===== config.mk =====
export PLATFORM = sky130hd
export DESIGN_NAME = atb_div
export DESIGN_NICKNAME = d
export VERILOG_FILES = /design/src/hdl/atb_pkg.sv /design/src/hdl/atb_div.sv
export SDC_FILE = /design/constraint.sdc
export NUM_CORES = 1
export LEC_CHECK = 0
export BUFFER_PORTS_ARGS = -buffer_cell sky130_fd_sc_hd__buf_2
export CAP_MARGIN = 30
export CORE_UTILIZATION = 53
export CTS_BUF_LIST = sky130_fd_sc_hd__clkbuf_8
export DETAILED_ROUTE_END_ITERATION = 7
export PLACE_DENSITY = 0.83
export RECOVER_POWER = 100
export SYNTH_ARGS = -nofsm -noshare
export SYNTH_HDL_FRONTEND = slang
export SYNTH_SLANG_ARGS = --single-unit

===== constraint.sdc =====
create_clock -name clk -period 2.95 [get_ports clk]
set_input_delay 0.59 -clock clk [delete_from_list [all_inputs] [get_ports clk]]
set_output_delay 0.59 -clock clk [all_outputs]
set_load 0.01 [all_outputs]

===== src/hdl/atb_pkg.sv =====
// ----------------------------------------------------------------------------
// atb_pkg
// types, constants and the shared divider word for the alias table builder
// ----------------------------------------------------------------------------
package atb_pkg;

    localparam int MaxEntries = 1024;
    localparam int IdxBits    = 10;
    localparam int CntBits    = 11;
    localparam int WBits      = 16;
    localparam int SumBits    = 26;
    localparam int ResBits    = 27;
    localparam int ProdBits   = 27;
    localparam int AliasBits  = 28;

    localparam logic [31:0] Sat32 = 32'hFFFF_FFFF;
    localparam logic [16:0] OneQ16 = 17'h10000;

    localparam logic ActLoad = 1'b0;
    localparam logic ActRead = 1'b1;

    typedef struct packed {
        logic             action;
        logic [WBits-1:0] weight;
        logic             last;
        logic [IdxBits-1:0] index;
    } in_word_t;

    typedef struct packed {
        logic [IdxBits-1:0] alias_index;
        logic               has_alias;
        logic [16:0]        pick_first_prob;
        logic [31:0]        scale_first;
        logic [31:0]        scale_second;
        logic [31:0]        offset_second;
        logic [SumBits-1:0] total_weight;
    } out_word_t;

    // divider request / reply
    typedef struct packed {
        logic                start;
        logic [ResBits-1:0]  num;
        logic [ProdBits-1:0] den;
    } div_req_t;

    typedef struct packed {
        logic        done;
        logic [31:0] quo;
    } div_rsp_t;

endpackage


===== src/hdl/atb_div.sv =====
// ----------------------------------------------------------------------------
// atb_div
// radix-2 restoring divider: floor(num*65536/den) saturated to 32 bits
// ----------------------------------------------------------------------------
module atb_div (
    input  logic              clk,
    input  logic              rst_n,
    input  atb_pkg::div_req_t req,
    output atb_pkg::div_rsp_t rsp
);

    localparam int QBits = atb_pkg::ResBits + 16;

    logic [QBits-1:0]             dvd_reg, dvd_next;
    logic [atb_pkg::ProdBits:0]   rem_reg, rem_next;
    logic [atb_pkg::ProdBits-1:0] den_reg, den_next;
    logic [5:0]                   cnt_reg, cnt_next;
    logic                         busy_reg, busy_next;
    logic                         done_reg, done_next;
    logic [atb_pkg::ProdBits:0]   trial;
    logic [atb_pkg::ProdBits:0]   shifted;

    always_comb
    begin
        dvd_next  = dvd_reg;
        rem_next  = rem_reg;
        den_next  = den_reg;
        cnt_next  = cnt_reg;
        busy_next = busy_reg;
        done_next = 1'b0;
        shifted   = {rem_reg[atb_pkg::ProdBits-1:0], dvd_reg[QBits-1]};
        trial     = shifted - {1'b0, den_reg};
        if (req.start)
        begin
            dvd_next  = {req.num, 16'd0};
            rem_next  = '0;
            den_next  = req.den;
            cnt_next  = 6'(QBits);
            busy_next = 1'b1;
        end
        else if (busy_reg)
        begin
            if (!trial[atb_pkg::ProdBits])
            begin
                rem_next = trial;
                dvd_next = {dvd_reg[QBits-2:0], 1'b1};
            end
            else
            begin
                rem_next = shifted;
                dvd_next = {dvd_reg[QBits-2:0], 1'b0};
            end
            cnt_next = cnt_reg - 6'd1;
            if (cnt_reg == 6'd1)
            begin
                busy_next = 1'b0;
                done_next = 1'b1;
            end
        end
    end

    always_ff @(posedge clk or negedge rst_n)
    begin
        if (!rst_n)
        begin
            busy_reg <= 1'b0;
            done_reg <= 1'b0;
            cnt_reg  <= '0;
        end
        else
        begin
            busy_reg <= busy_next;
            done_reg <= done_next;
            cnt_reg  <= cnt_next;
        end
    end

    always_ff @(posedge clk)
    begin
        dvd_reg <= dvd_next;
        rem_reg <= rem_next;
        den_reg <= den_next;
    end

    assign rsp.done = done_reg;
    assign rsp.quo  = (den_reg == '0 || dvd_reg[QBits-1:32] != '0) ? atb_pkg::Sat32
                                                                    : dvd_reg[31:0];

endmodule


==> results.cfg <==
[sta]
setup_viol = 0
fmax_mhz = 346
min_period_over_period_pct = 98.1
worst_slack_ns = 0.0564
fin_skew_ns = 0.0152
worst_pin_slew_ns = 1.14
maxSlewViolCount = 0
rsz0062_at_grt = false
slew_headroom_pct = 24.3
hold_viol = 0
fin_tns_setup_ns = 0
fin_crit_ns = 2.89

[die]
die_h_um = 106
io_pins = 90
start_util_pct = 55.2
die_area_um2 = 11300
rows = 37
die-width_um = 106
core_um2 = 10500

[clock_tree]
clkTransAtPathRegs_ns = 0.11
cts_tree = done
cts_root_buffer = clkbuf_8
htreeDepth = 3
numCtsBuffers = 9
cts.sinks = 105
clk_latency_ns = 0.39
clk_path_buf_depth = 2
ctsHoldBuffers = 0

[global_route]
gr-total-overflow = 0
grt_pass1_wl_mm = 22.9
antenna_found_initial = 0
grt_max_degree = 69
first_global_vias = 4807
track_usage_pct = 26.0

[detailed_routing]
vias = 4883
viasPerCell = 5.90
route.detailed.drc = 0
wl_per_cell_um = 17.0
ant_nets = 0
wirelength_mm = 14.1
dr.pass1.iters = 5
drtIter0Drc = 361

[critical_path]
reg2regPathDepth = 14
critPathMaxFanout = 3
crit_type = reg2reg
cp-start-kind = flop
timing.rr.start = dvd_reg[42]
cp.arrival_ns = 3.17
r2r-end = rem_reg[22]
cp-startpoint = dvd_reg[42]
cp_data_required_time_ns = 3.23
critPathCaptureType = flop
r2r_slack_ns = 0.06

[min_path]
hp-class = in2async

[pwr]
vdd_drop_max_mv = 0.347
power_leakage_uw = 0.00297
p_per_area_nw_per_um2 = 423
total_power_uw = 2830

[outcome]
status = finished clean

[placed_design]
finalWeightedCongestion = 0.965
dpl.cell_count = 809
portBuffers = 89
hpwl_mm = 10.4
pre_cts_ws_ns = 0.0965

[yosys]
synth-edff-count = 54
synth_commonest_cells = edfxtp_1, nor2_1, dfxtp_1, inv_1, nand2_1
synthMostInstantiatedCell = edfxtp_1
synth.largest_area_cell = edfxtp_1
synthArstFlopShare_pct = 7.62
yosys-top-cells-area = edfxtp_1, dfxtp_1, ha_1
synth_cells = 583
yosys_warnings = 0
syn_area_per_cell_um2 = 9.90
ys_seq_area_share_pct = 46.5
syn_nets = 670
synth_seq_cells = 105
ys.flop_type = edfxtp_1
yosys.cell_types.count = 60
netlist_area_um2 = 5770
yosysTopAreaCellShare_pct = 28.1

[finish]
largest_reg_flops = 43
fin_util_pct = 64.0
syn_to_final_growth_pct = 16.0
final_cells = 828
drive_gt1_share_pct = 22.4
diodes = 0
nets = 774

[job]
cap_violations = 0
timing repair:
item,4_1_cts,5_1_grt
setup endpoints to repair,0,52
setup buffers,0,3
gates resized for setup,0,13
final cells by class:
cell class	instances	area, µm²
well taps	136	170
clock buffers	9	124
repair buffers	124	676
fillers	907	3770
multi-input cells	409	2840
clock inverters	7	52.6
flip-flops and latches	105	2680
inverters	38	143
cell families after synthesis:
group                    synth area share, %
flip-flops                              46.5
adder cells (fa/ha/maj)                 6.63
XOR/XNOR                                4.10
buffers and inverters                   4.75
multiplexers                            2.60
AO/OA/AOI/OAI                           18.9
AND/OR/NAND/NOR                         16.5
cells in the final DEF, fill, tap and decap left out, types with 3 or more instances in the layout:
cell      Yosys  layout
a22o_1       26      26
o21ai_0      20      17
or2_2        32      32
a311oi_1     12      11
nor2b_1       3       3
nor4_1        8       6
a21o_1       16      16
buf_4         1      28
nand4_1      10      10
nor2_1       48      48
a41oi_1       5       5
xor2_1        6       6
and3_1        4       4
ha_1         29      29
dfrtp_1       8       7
buf_2         3      57
nand2_1      36      36
nand3_1      19      19
mux2i_1      15      15
dfxtp_1      43      43
o211ai_1      5       5
clkbuf_1     23      31
nand2b_1      5       5
a21oi_1      29      28
xnor2_1      21      21
inv_1        38      38
nor3_1       10      10
clkbuf_8      0       9
o21ai_1       5       8
o31ai_1       6       6
inv_6         0       3
a211o_1       3       3
edfxtp_1     54      54
clkbuf_2      0       5
worst max-delay path, cell delays in order, from the launching register on:
cell and delay [ns]:
edfxtp_1 0.41, inv_1 0.09, ha_1 0.17, inv_1 0.05, fa_1 0.39, a21o_1 0.21, a221oi_1 0.25, buf_4 0.18
a211o_1 0.18, a21oi_2 0.09, nor3_1 0.20, buf_4 0.15, o21ai_0 0.09, xnor2_1 0.22, o211ai_1 0.12
worst max-delay path by stage:
stage,endpoint,slack (ns)
6_report,rem_reg[22],0.06
2_1_floorplan,rem_reg[14],0.14
4_1_cts,rem_reg[22],0.06
5_1_grt,rem_reg[22],0.001
3_3_place_gp,rem_reg[22],0.15
3_5_place_dp,rem_reg[22],0.1
layer usage:
| metal | vias to the layer above | track usage (%) | wire (µm) |
|---|---|---|---|
| met5 | - | 0 | 0 |
| met4 | 0 | 10.4 | 395 |
| met3 | 27 | 5.52 | 761 |
| met2 | 157 | 43.5 | 6860 |
| met1 | 2354 | 32.5 | 6040 |
| li1 | 2345 | - | - |
through the flow:
step / instance area (µm²) / hold slack [ns]
floorplan: 5770 / 0.294
global placement: 6510 / 0.436
detailed placement: 6510 / 0.439
CTS: 6690 / 0.0149
global route: 6690 / 0.119
finish: 6690 / 0.0964
power by group:
group	internal [µW]	switching, µW
clock network	315	528
logic	148	174
registers	1620	47.7
No activity file was read; power rests on OpenSTA's default activity.
