`src/hdl/atb_ram.sv`:
```
// ----------------------------------------------------------------------------
// atb_ram
// generic single port ram with registered read
// ----------------------------------------------------------------------------
module atb_ram #(
    parameter int Width = 8,
    parameter int Depth = 16
) (
    input  logic                     clk,
    input  logic                     we,
    input  logic [$clog2(Depth)-1:0] addr,
    input  logic [Width-1:0]         wdata,
    output logic [Width-1:0]         rdata
);

    logic [Width-1:0] mem [Depth];

    always_ff @(posedge clk)
    begin
        if (we)
        begin
            mem[addr] <= wdata;
        end
        rdata <= mem[addr];
    end

endmodule

```
`config.mk`:
```
export PLATFORM = sky130hd
export DESIGN_NAME = atb_ram
export DESIGN_NICKNAME = d
export VERILOG_FILES = /design/src/hdl/atb_ram.sv
export SDC_FILE = /design/constraint.sdc
export NUM_CORES = 1
export LEC_CHECK = 0
export BUFFER_PORTS_ARGS = -buffer_cell sky130_fd_sc_hd__buf_2
export CAP_MARGIN = 15
export CORE_MARGIN = 2
export CORE_UTILIZATION = 42
export DETAILED_ROUTE_END_ITERATION = 12
export SLEW_MARGIN = 20
export SYNTH_ARGS = -nofsm -noshare
export SYNTH_HDL_FRONTEND = slang
export SYNTH_SLANG_ARGS = --single-unit
```
`constraint.sdc`:
```
create_clock -name clk -period 1.8 [get_ports clk]
set_input_delay 0.18 -clock clk [delete_from_list [all_inputs] [get_ports clk]]
set_output_delay 0.18 -clock clk [all_outputs]
set_load 0.05 [all_outputs]
```
==> run metrics, run 1 <==
First-pass DRT Iterations=4; sequential area share after synthesis=79.0%; skew final=0.00464 ns; Tmin final=approximately 1.3 ns; GRT overflow=0; critical-path cell list=mux4_2 -> a22oi_1 -> nand2_1; Slowest-stage cell, CP=mux4_2; post-CTS setup buffers=0; hold buffers post-CTS=0; crit-path max cell delay=between 0.4 and 0.5 ns; Synth warnings=0; final slew viol count=0; Root Driver=clkbuf_16; routed vias/inst=about 5.4; Die Footprint=13000 um^2; clk slew on worst S/H paths=~0.06 ns; area taken by multi-input logic gates=about 1000 um^2; Crit path required time=2.09 ns; Initial Util=42.5%; Reg2Reg Setup Slack=about 0.46 ns; Final ANT Viol Nets=0; #FFs+latches synth=between 100 and 150; MaxCap Viol Count=0; fraction of layout cells with a size suffix above 1=about 37%; final wirelength=9510 um; Cell Area, Placed=5540 um^2; Mapped Area=between 5000 and 6000 um^2; cts bufs inserted=17; status=finished, final reports clean; Die Width=roughly 110 um; Worst Max-Slew Pin Slew=about 0.45 ns; Rel. slew slack=a little over two thirds; NumNets Final=301; clk sink count=roughly 140; syn_nets=244; Final HPWL DP=6220 um; post-synth cell types=18; initial antenna violation count=0; fill count=about 940; Tcrit/Tclk final=around three quarters; Crit Path Class=reg -> reg; GRT Total Usage=between 10% and 20%; vias in the first global route=between 2k and 3k; CTS tree=built; endpoint class of the critical path=flip-flop; Post-Synthesis Cells=230; Power Density=1220 nW/um^2; Top Ports=22; ant diodes=0; Setup crit start kind=flip-flop; Worst Hold Class=in -> reg; Max Root-Sink Buffers=2; reg-to-reg critical path startpoint=mem[0][7]; maximum fanout along the worst path=1; Placeable Area=around 12000 um^2; Highest Clock Rate=744 MHz; routed length per placed instance=~21 um; reg-to-reg endpoint=rdata[7]; Worst Hold Path EP=mem[15][4]; Hold Crit Start=wdata[4]; Sum Neg Setup Slack=0 ns; Post-route DRC=0; GPL Wtd Cong=approximately 0.73; IO Port Bufs=21; hold path cells=1; Hold Fails Final Rpt=0; largest net degree at the start of global routing=25; H-tree levels=4; Leak=between 0.002 and 0.0025 uW; total number of vias=~2.4k; Avg Synthesized Cell Area=about 22 um^2; FF+latch area=roughly 4000 um^2; 1st-iter DRT viols=~270; final instance area=a little over 6000 um^2; Worst R2R Path Depth=3; post-CTS sizing=0; layout overhead on the synthesized area=21.4%; Peak VDD IR=approximately 0.67 mV; RSZ-0062 raised after global routing=false; final-report setup violation count=0; row cnt=40; worst path arrival time=approximately 1.6 ns; DIE HEIGHT=between 100 and 150 um; first-pass GRT wire length=approximately 15000 um; clock latency on the worst-skew pair=about 0.41 ns
synth_stat cells:
| library cell | number | share of area, % |
|---|---|---|
| dfxtp_1 | 8 | 3.2 |
| nand3_1 | 1 | 0.099 |
| edfxtp_1 | 128 | 76 |
| nand2b_1 | 2 | 0.25 |
| buf_2 | 2 | 0.20 |
| nor2_1 | 13 | 0.96 |
| a22oi_1 | 16 | 2.4 |
| buf_1 | 4 | 0.30 |
| and2_1 | 1 | 0.12 |
| nor2b_1 | 2 | 0.25 |
| buf_6 | 2 | 0.44 |
| nand3b_1 | 2 | 0.30 |
| clkbuf_2 | 1 | 0.099 |
| mux4_2 | 32 | 14 |
| nand2_1 | 9 | 0.67 |
| or3b_2 | 1 | 0.17 |
| clkbuf_1 | 2 | 0.15 |
| nor3_1 | 4 | 0.40 |
cells in the final DEF (no fill, tap or decap), types with 3 or more instances in the layout:
master,count
clkinv_2,3
nor2_1,13
mux4_2,32
clkbuf_16,17
dfxtp_1,8
nand2_1,9
buf_2,21
bufinv_16,4
buf_4,25
clkinv_4,3
nor3_1,4
a22oi_1,16
edfxtp_1,128
buf_12,3
area by class of cell:
class                      instances  share of cell area [%]
clock buffer                      18                    6.97
timing repair buffer              49                    5.73
sequential                       136                    65.1
multi-input combinational         83                    16.3
clock inverter                    13                    2.93
tap                              147                    2.99
flip-flops by register name, summed over array words and instances (netlist names):
signal  flops
mem       128
rdata       8
routing by layer:
layer / part of all wire, % / global-route usage, % / routed length, um
met1: 44 / 20.0 / 4210
met2: 51 / 26.0 / 4860
met3: 3.2 / 5.21 / 309
met4: 1.3 / 6.02 / 127
met5: 0 / 0 / 0
stage by stage:
step / cells / hold WS, ns / util, % / setup WS [ns] / power, uW
global placement: 415 / 0.574 / 46.5 / 0.242 / 4040
CTS: 446 / 0.147 / 51.7 / 0.448 / 7560
detailed placement: 415 / 0.580 / 46.5 / 0.204 / 4050
floorplan: 230 / 0.279 / - / 0.127 / 3880
global route: 446 / 0.147 / 51.7 / 0.418 / 7720
finish: 446 / 0.154 / 51.7 / 0.456 / 7500
cell families (layout without fill, tap and decap cells):
family          count (synthesis)  in the layout  synth area share [%]
flops                         136            136                  79.0
simple gates                   35             35                  3.21
mux                            32             32                  14.2
compound gates                 16             16                  2.37
buf+inv                        11             80                  1.19
power breakdown:
group	switching [uW]	internal (uW)
registers	20.3	3540
clock network	1230	2300
logic	257	154
total	1510	5990
worst max-delay path, delay by kind of cell, from the launching register on:
family             cells  cell delay, ns
muxes                  1            0.46
DFF                    1            0.37
AOI/OAI and AO/OA      1            0.29
and+or+nand+nor        1            0.11
how the worst max path moves through the flow:
stage,end,cells after the start,startpoint
floorplan,mem[0][0],2,addr[2]
global placement,rdata[7],5,addr[0]
detailed placement,rdata[7],5,addr[0]
CTS,rdata[3],3,mem[3][3]
global route,rdata[7],3,mem[2][7]
finish,rdata[7],3,mem[0][7]
(Power assumes the default switching activity.)
==> run 2: changes to the inputs <==
==> constraint.sdc (replaced) <==
create_clock -name clk -period 1.2 [get_ports clk]
set_input_delay 0.12 -clock clk [delete_from_list [all_inputs] [get_ports clk]]
set_output_delay 0.12 -clock clk [all_outputs]
set_load 0.05 [all_outputs]
==> run 2 against run 1 <==
  * The flow now finishes with violations (setup timing)
  * Clock-buffer cell count is 4 higher
  * Maximum frequency is 9.9% higher
  * Routed wire length is 1.2% higher
  * Critical path type unchanged
  * Critical endpoint is now rdata[2]
==> run metrics, run 2 (synthesis results as in run 1) <==
worst path arrival time=1.52 ns (was 1.63 ns); post-CTS setup buffers=0 (unchanged); Peak VDD IR=0.834 mV (was 0.666 mV); IO Port Bufs=21 (unchanged); hold buffers post-CTS=0 (unchanged); endpoint class of the critical path=flip-flop (unchanged); routed vias/inst=5.35 (was 5.39); Die Footprint=13000 um^2 (unchanged); row cnt=40 (unchanged); status=complete, but fails checks (was finished, final reports clean); routed length per placed instance=21.3 um (about the same); MaxCap Viol Count=0 (unchanged); Final WS setup=-0.0224 ns (was 0.456 ns); GPL Wtd Cong=0.779 (was 0.733); commonest cells after routing, fill and taps aside=edfxtp_1, mux4_2, buf_4, buf_2, clkbuf_16 (unchanged); DIE HEIGHT=114 um (unchanged); NumNets Final=305 (was 301); Max Root-Sink Buffers=2 (unchanged); Biggest register=mem (unchanged); Reg2Reg Setup Slack=-0.02 ns (was 0.46 ns); Sum Neg Setup Slack=-0.101 ns (was 0 ns); Root Driver=clkbuf_16 (unchanged); final slew viol count=0 (unchanged); total number of vias=2411 (was 2402); biggest regs=mem (128), rdata (8) (unchanged); 1st-iter DRT viols=200 (was 266); reg-to-reg endpoint=rdata[2] (was rdata[7]); Worst Max-Slew Pin Slew=0.999 ns (was 0.452 ns); dpl ws=-0.398 ns (was 0.204 ns); Post-route DRC=0 (unchanged); maximum fanout along the worst path=1 (unchanged); Tmin final=1.22 ns (was 1.34 ns); ant diodes=0 (unchanged); Power Density=1680 nW/um^2 (was 1220 nW/um^2); Tcrit/Tclk final=102% (was 74.6%); Leak=0.00208 uW (was 0.00207 uW); Worst Hold Class=in -> reg (unchanged); first-pass GRT wire length=14900 um (was 14500 um); final wirelength=9620 um (was 9510 um); failing checks=setup timing; Placeable Area=11900 um^2 (unchanged); Crit Path Class=reg -> reg (unchanged); Hold Crit Start=wdata[6] (was wdata[4]); crit-path max cell delay=0.47 ns (was 0.46 ns); commonest non-fill, non-tap cell in the layout=edfxtp_1 (unchanged); fraction of layout cells with a size suffix above 1=46.4% (was 37.1%); layout overhead on the synthesized area=25.4% (was 21.4%); Slowest-stage cell, CP=mux4_2 (unchanged); skew final=0.00368 ns (was 0.00464 ns); Setup crit start kind=flip-flop (unchanged); clock latency on the worst-skew pair=0.42 ns (was 0.41 ns); Worst R2R Path Depth=3 (unchanged); Final HPWL DP=6580 um (was 6220 um); Initial Util=42.5% (unchanged); CTS tree=built (unchanged); cts bufs inserted=17 (unchanged); Crit path required time=1.50 ns (was 2.09 ns); RSZ-0062 raised after global routing=true (was false); First-pass DRT Iterations=4 (unchanged); hold path cells=1 (unchanged); H-tree levels=4 (unchanged); critical-path cell list=mux4_2 -> a22oi_2 -> nand2_1 (was mux4_2 -> a22oi_1 -> nand2_1); Rel. slew slack=33.3% (was 69.9%); reg-to-reg critical path startpoint=mem[2][2] (was mem[0][7]); largest net degree at the start of global routing=17 (was 25); clk sink count=136 (unchanged); initial antenna violation count=1 (was 0); Die Width=114 um (unchanged); Final ANT Viol Nets=0 (unchanged); final-report setup violation count=7 (was 0); Highest Clock Rate=818 MHz (was 744 MHz); Worst Hold Path EP=mem[11][6] (was mem[15][4]); Hold Fails Final Rpt=0 (unchanged); GRT overflow=0 (unchanged); vias in the first global route=2548 (was 2504); max reg flops=128 (unchanged); clk slew on worst S/H paths=0.05 ns (was 0.06 ns); Top Ports=22 (unchanged); GRT Total Usage=16.6% (was 15.9%)
-- run 2: changes by cell type in the layout (fill, tap and decap cells not counted), sizes merged --
| cell | delta |
|---|---|
| clkinvlp | +1 |
| buf | +3 |
| bufinv | -3 |
| clkbuf | +5 |
| clkinv | -1 |
-- run 2: area by class of cell --
cell class	instances	area [um^2]
clock buffer	22	444
clock inverter	10	80.1
fill	906	5560
multi-input combinational	83	1190
sequential	136	4000
tap	147	184
timing repair buffer	53	450
-- run 2: power breakdown --
group	internal [uW]	switching, uW
Clock	2810	1790
Sequential	5310	37.3
Combinational	280	428
Total	8400	2260
-- run 2: per-stage QoR --
step | instance area [um^2] | std cells | hold WS, ns | power (uW) | util (%)
finish | 6350 | 451 | 0.0794 | 10700 | 53.3
global route | 6350 | 451 | 0.0826 | 11000 | 53.3
CTS | 6330 | 451 | 0.0621 | 10800 | 53.2
detailed placement | 5770 | 419 | 0.512 | 6140 | 48.4
global placement | 5770 | 419 | 0.509 | 6130 | 48.4
floorplan | 5230 | 230 | 0.219 | 5870 | -
-- run 2: timing repair --
item | in CTS | in global routing
pin swaps | 11 | 4
gates resized for setup | 9 | 4
cloned | 0 | 0
setup endpoints to repair | 9 | 9
-- run 2: per-layer routing --
layer	up-vias	global-route usage (%)	share of wire [%]
li1	1095	-	-
met1	1235	21.7	46
met2	60	25.1	48
met3	19	6.48	4.5
met4	2	6.75	1.6
met5	-	0	0.073
-- run 2: worst max path at each step --
| stage | from | to | cells after the start |
|---|---|---|---|
| floorplan | addr[2] | mem[8][0] | 2 |
| CTS | mem[6][2] | rdata[2] | 3 |
| global route | mem[2][0] | rdata[0] | 3 |
| finish | mem[2][2] | rdata[2] | 3 |
| detailed placement | addr[0] | rdata[0] | 6 |
| global placement | addr[0] | rdata[0] | 6 |
-- run 2: worst max-delay path, delay by kind of cell, from the launching register on --
kind	cells	cell delay (ns)
AOI/OAI and AO/OA	1	0.20
DFF	1	0.36
muxes	1	0.47
and+or+nand+nor	1	0.07
==> run 3: changes to the inputs <==
--- a/config.mk
+++ b/config.mk
@@ -5,11 +5,11 @@
 export SDC_FILE = /design/constraint.sdc
 export NUM_CORES = 1
 export LEC_CHECK = 0
-export BUFFER_PORTS_ARGS = -buffer_cell sky130_fd_sc_hd__buf_2
 export CAP_MARGIN = 15
 export CORE_MARGIN = 2
 export CORE_UTILIZATION = 42
 export DETAILED_ROUTE_END_ITERATION = 12
+export DONT_BUFFER_PORTS = 1
 export SLEW_MARGIN = 20
 export SYNTH_ARGS = -nofsm -noshare
 export SYNTH_HDL_FRONTEND = slang
==> run 3 against run 2 <==
  * The flow still finishes with violations (setup timing)
  * First-iteration DRC count up 61%
  * Combinational power shrank 36%
  * Hold slack worse by 0.053 ns
  * Total power increased by 2.5%
  * Maximum frequency fell by 2.4%
  * Routed wire length rose by 2.3%
  * Clock power up 9.1%
  * Via count shrank 4.5%
  * Flip-flop and latch count stayed put
  * Critical path type unchanged
==> run metrics, run 3 (synthesis results as in run 1) <==
status=complete, but fails checks (unchanged); failing checks=setup timing (unchanged); reg-to-reg critical path startpoint=mem[3][1] (was mem[2][2]); Power Density=1760 nW/um^2 (was 1680 nW/um^2); max reg flops=128 (unchanged); CTS tree=built (unchanged); commonest non-fill, non-tap cell in the layout=edfxtp_1 (unchanged); post-CTS setup buffers=0 (unchanged); Setup crit start kind=flip-flop (unchanged); fill count=954 (was 906); area taken by multi-input logic gates=1180 um^2 (was 1190 um^2); Rel. slew slack=39.0% (was 33.3%); Top Ports=22 (unchanged); Switching Share=21.2% (about the same); final wirelength=9850 um (was 9620 um); Hold Fails Final Rpt=0 (unchanged); Tmin final=1.25 ns (was 1.22 ns); fraction of layout cells with a size suffix above 1=41.6% (was 46.4%); Die Footprint=13000 um^2 (unchanged); first-pass GRT wire length=15400 um (was 14900 um); Tcrit/Tclk final=104% (was 102%); Final Core Density=52.2% (was 53.3%); 1st-iter DRT viols=321 (was 200); commonest cells after routing, fill and taps aside=edfxtp_1, mux4_2, clkbuf_16, buf_4, nor2_4 (was edfxtp_1, mux4_2, buf_4, buf_2, clkbuf_16); RSZ-0062 raised after global routing=true (unchanged); H-tree levels=4 (unchanged); final-report setup violation count=7 (unchanged); cts bufs inserted=17 (unchanged); clock latency on the worst-skew pair=0.41 ns (was 0.42 ns); dpl ws=-0.163 ns (was -0.398 ns); combinational share of power=4.1% (was 6.6%); Worst R2R Path Depth=3 (unchanged); Cell Area, Placed=5490 um^2 (was 5770 um^2); IO Port Bufs=0 (was 21); Peak VDD IR=0.914 mV (was 0.834 mV); total number of vias=2303 (was 2411); endpoint class of the critical path=flip-flop (unchanged); clk slew on worst S/H paths=0.06 ns (was 0.05 ns); clock power share=46.0% (was 43.2%); hold_ws=0.0267 ns (was 0.0794 ns); initial antenna violation count=0 (was 1); skew final=0.00828 ns (was 0.00368 ns); DIE HEIGHT=114 um (unchanged); Post-route DRC=0 (unchanged); ant diodes=0 (unchanged); Reg2Reg Setup Slack=-0.05 ns (was -0.02 ns); routed vias/inst=5.41 (was 5.35); First-pass DRT Iterations=4 (unchanged); Placeable Area=11900 um^2 (unchanged); Hold Crit Start=addr[1] (was wdata[6]); Worst Hold Path EP=rdata[0] (was mem[11][6]); largest net degree at the start of global routing=40 (was 17); GPL Wtd Cong=0.738 (was 0.779); routed length per placed instance=23.1 um (was 21.3 um); Non-Filler Instances=426 (was 451); Crit path required time=1.49 ns (was 1.50 ns); Placed Cells incl. Taps=386 (was 419); Initial Util=42.5% (unchanged); vias in the first global route=2472 (was 2548); P_int=8610 uW (was 8400 uW); FF+latch area=4010 um^2 (was 4000 um^2); Highest Clock Rate=798 MHz (was 818 MHz); Final ANT Viol Nets=0 (unchanged); Crit Path Class=reg -> reg (unchanged); Leak=0.00198 uW (was 0.00208 uW); Final HPWL DP=6110 um (was 6580 um); Sequential Power Share=49.9% (was 50.2%); Max Root-Sink Buffers=2 (unchanged); Die Width=114 um (unchanged); Worst Hold Class=in -> reg (unchanged); row cnt=40 (unchanged); Final WS setup=-0.0527 ns (was -0.0224 ns); reg-to-reg endpoint=rdata[1] (was rdata[2]); Switching Power=2310 uW (was 2260 uW); NumNets Final=280 (was 305); worst path arrival time=1.55 ns (was 1.52 ns); Worst Max-Slew Pin Slew=0.914 ns (was 0.999 ns); final slew viol count=0 (unchanged); maximum fanout along the worst path=1 (unchanged); GRT overflow=0 (unchanged); biggest regs=mem (128), rdata (8) (unchanged); MaxCap Viol Count=0 (unchanged); layout overhead on the synthesized area=22.7% (was 25.4%); final instance area=6220 um^2 (was 6350 um^2); hold path cells=3 (was 1); clk sink count=136 (unchanged); Root Driver=clkbuf_16 (unchanged); GRT Total Usage=17.1% (was 16.6%); Biggest register=mem (unchanged)
==> run 3: how the worst max path moves through the flow <==
stage	start	end	slack (ns)	cells after the start
final	mem[3][1]	rdata[1]	-0.05	3
after CTS	mem[3][1]	rdata[1]	-0.07	3
after global placement	mem[2][1]	rdata[1]	-0.15	3
after global routing	mem[3][1]	rdata[1]	-0.09	3
after detailed placement	mem[3][1]	rdata[1]	-0.16	3
after floorplan	addr[2]	mem[8][0]	-0.06	2
==> run 3: routing by layer <==
layer	vias to the layer above	track usage (%)	routed length [um]
li1	1036	-	-
met1	1191	23.5	4270
met2	70	26.1	4840
met3	6	6.00	673
met4	0	4.63	61
met5	-	0	0
==> run 3: layout make-up <==
class | instances | area share [%]
multi-input combinational | 83 | 19.1
timing repair buffer | 28 | 3.90
sequential | 136 | 64.4
clock buffer | 22 | 8.31
tap | 147 | 2.96
clock inverter | 10 | 1.33
==> run 3: stage by stage <==
stage / setup TNS (ns) / power (uW)
finish: -0.169 / 10900
global route: -0.652 / 11300
CTS: -0.331 / 11000
detailed placement: -1.16 / 5900
global placement: -0.936 / 5900
floorplan: -1.67 / 5870
==> run 3: power by group through the flow <==
stage / clock network (uW) / registers (uW) / logic (uW)
after floorplan: 0 / 5540 / 322
after global placement: 0 / 5550 / 351
after detailed placement: 0 / 5550 / 352
after CTS: 5110 / 5450 / 460
after global routing: 5330 / 5460 / 487
final: 5020 / 5450 / 450
==> run 3: timing repair <==
action / CTS / global route
cloned: 0 / 0
setup endpoints to repair: 10 / 10
pin swaps: 11 / 1
endpoints found under the hold margin: 128 / 0
gates resized for setup: 11 / 1
hold buffers: 8 / 0
==> run 3: critical path: stages (launching register included) <==
cell and delay [ns]:
edfxtp_1 0.35, mux4_2 0.48, a22oi_2 0.22, nand2_1 0.09
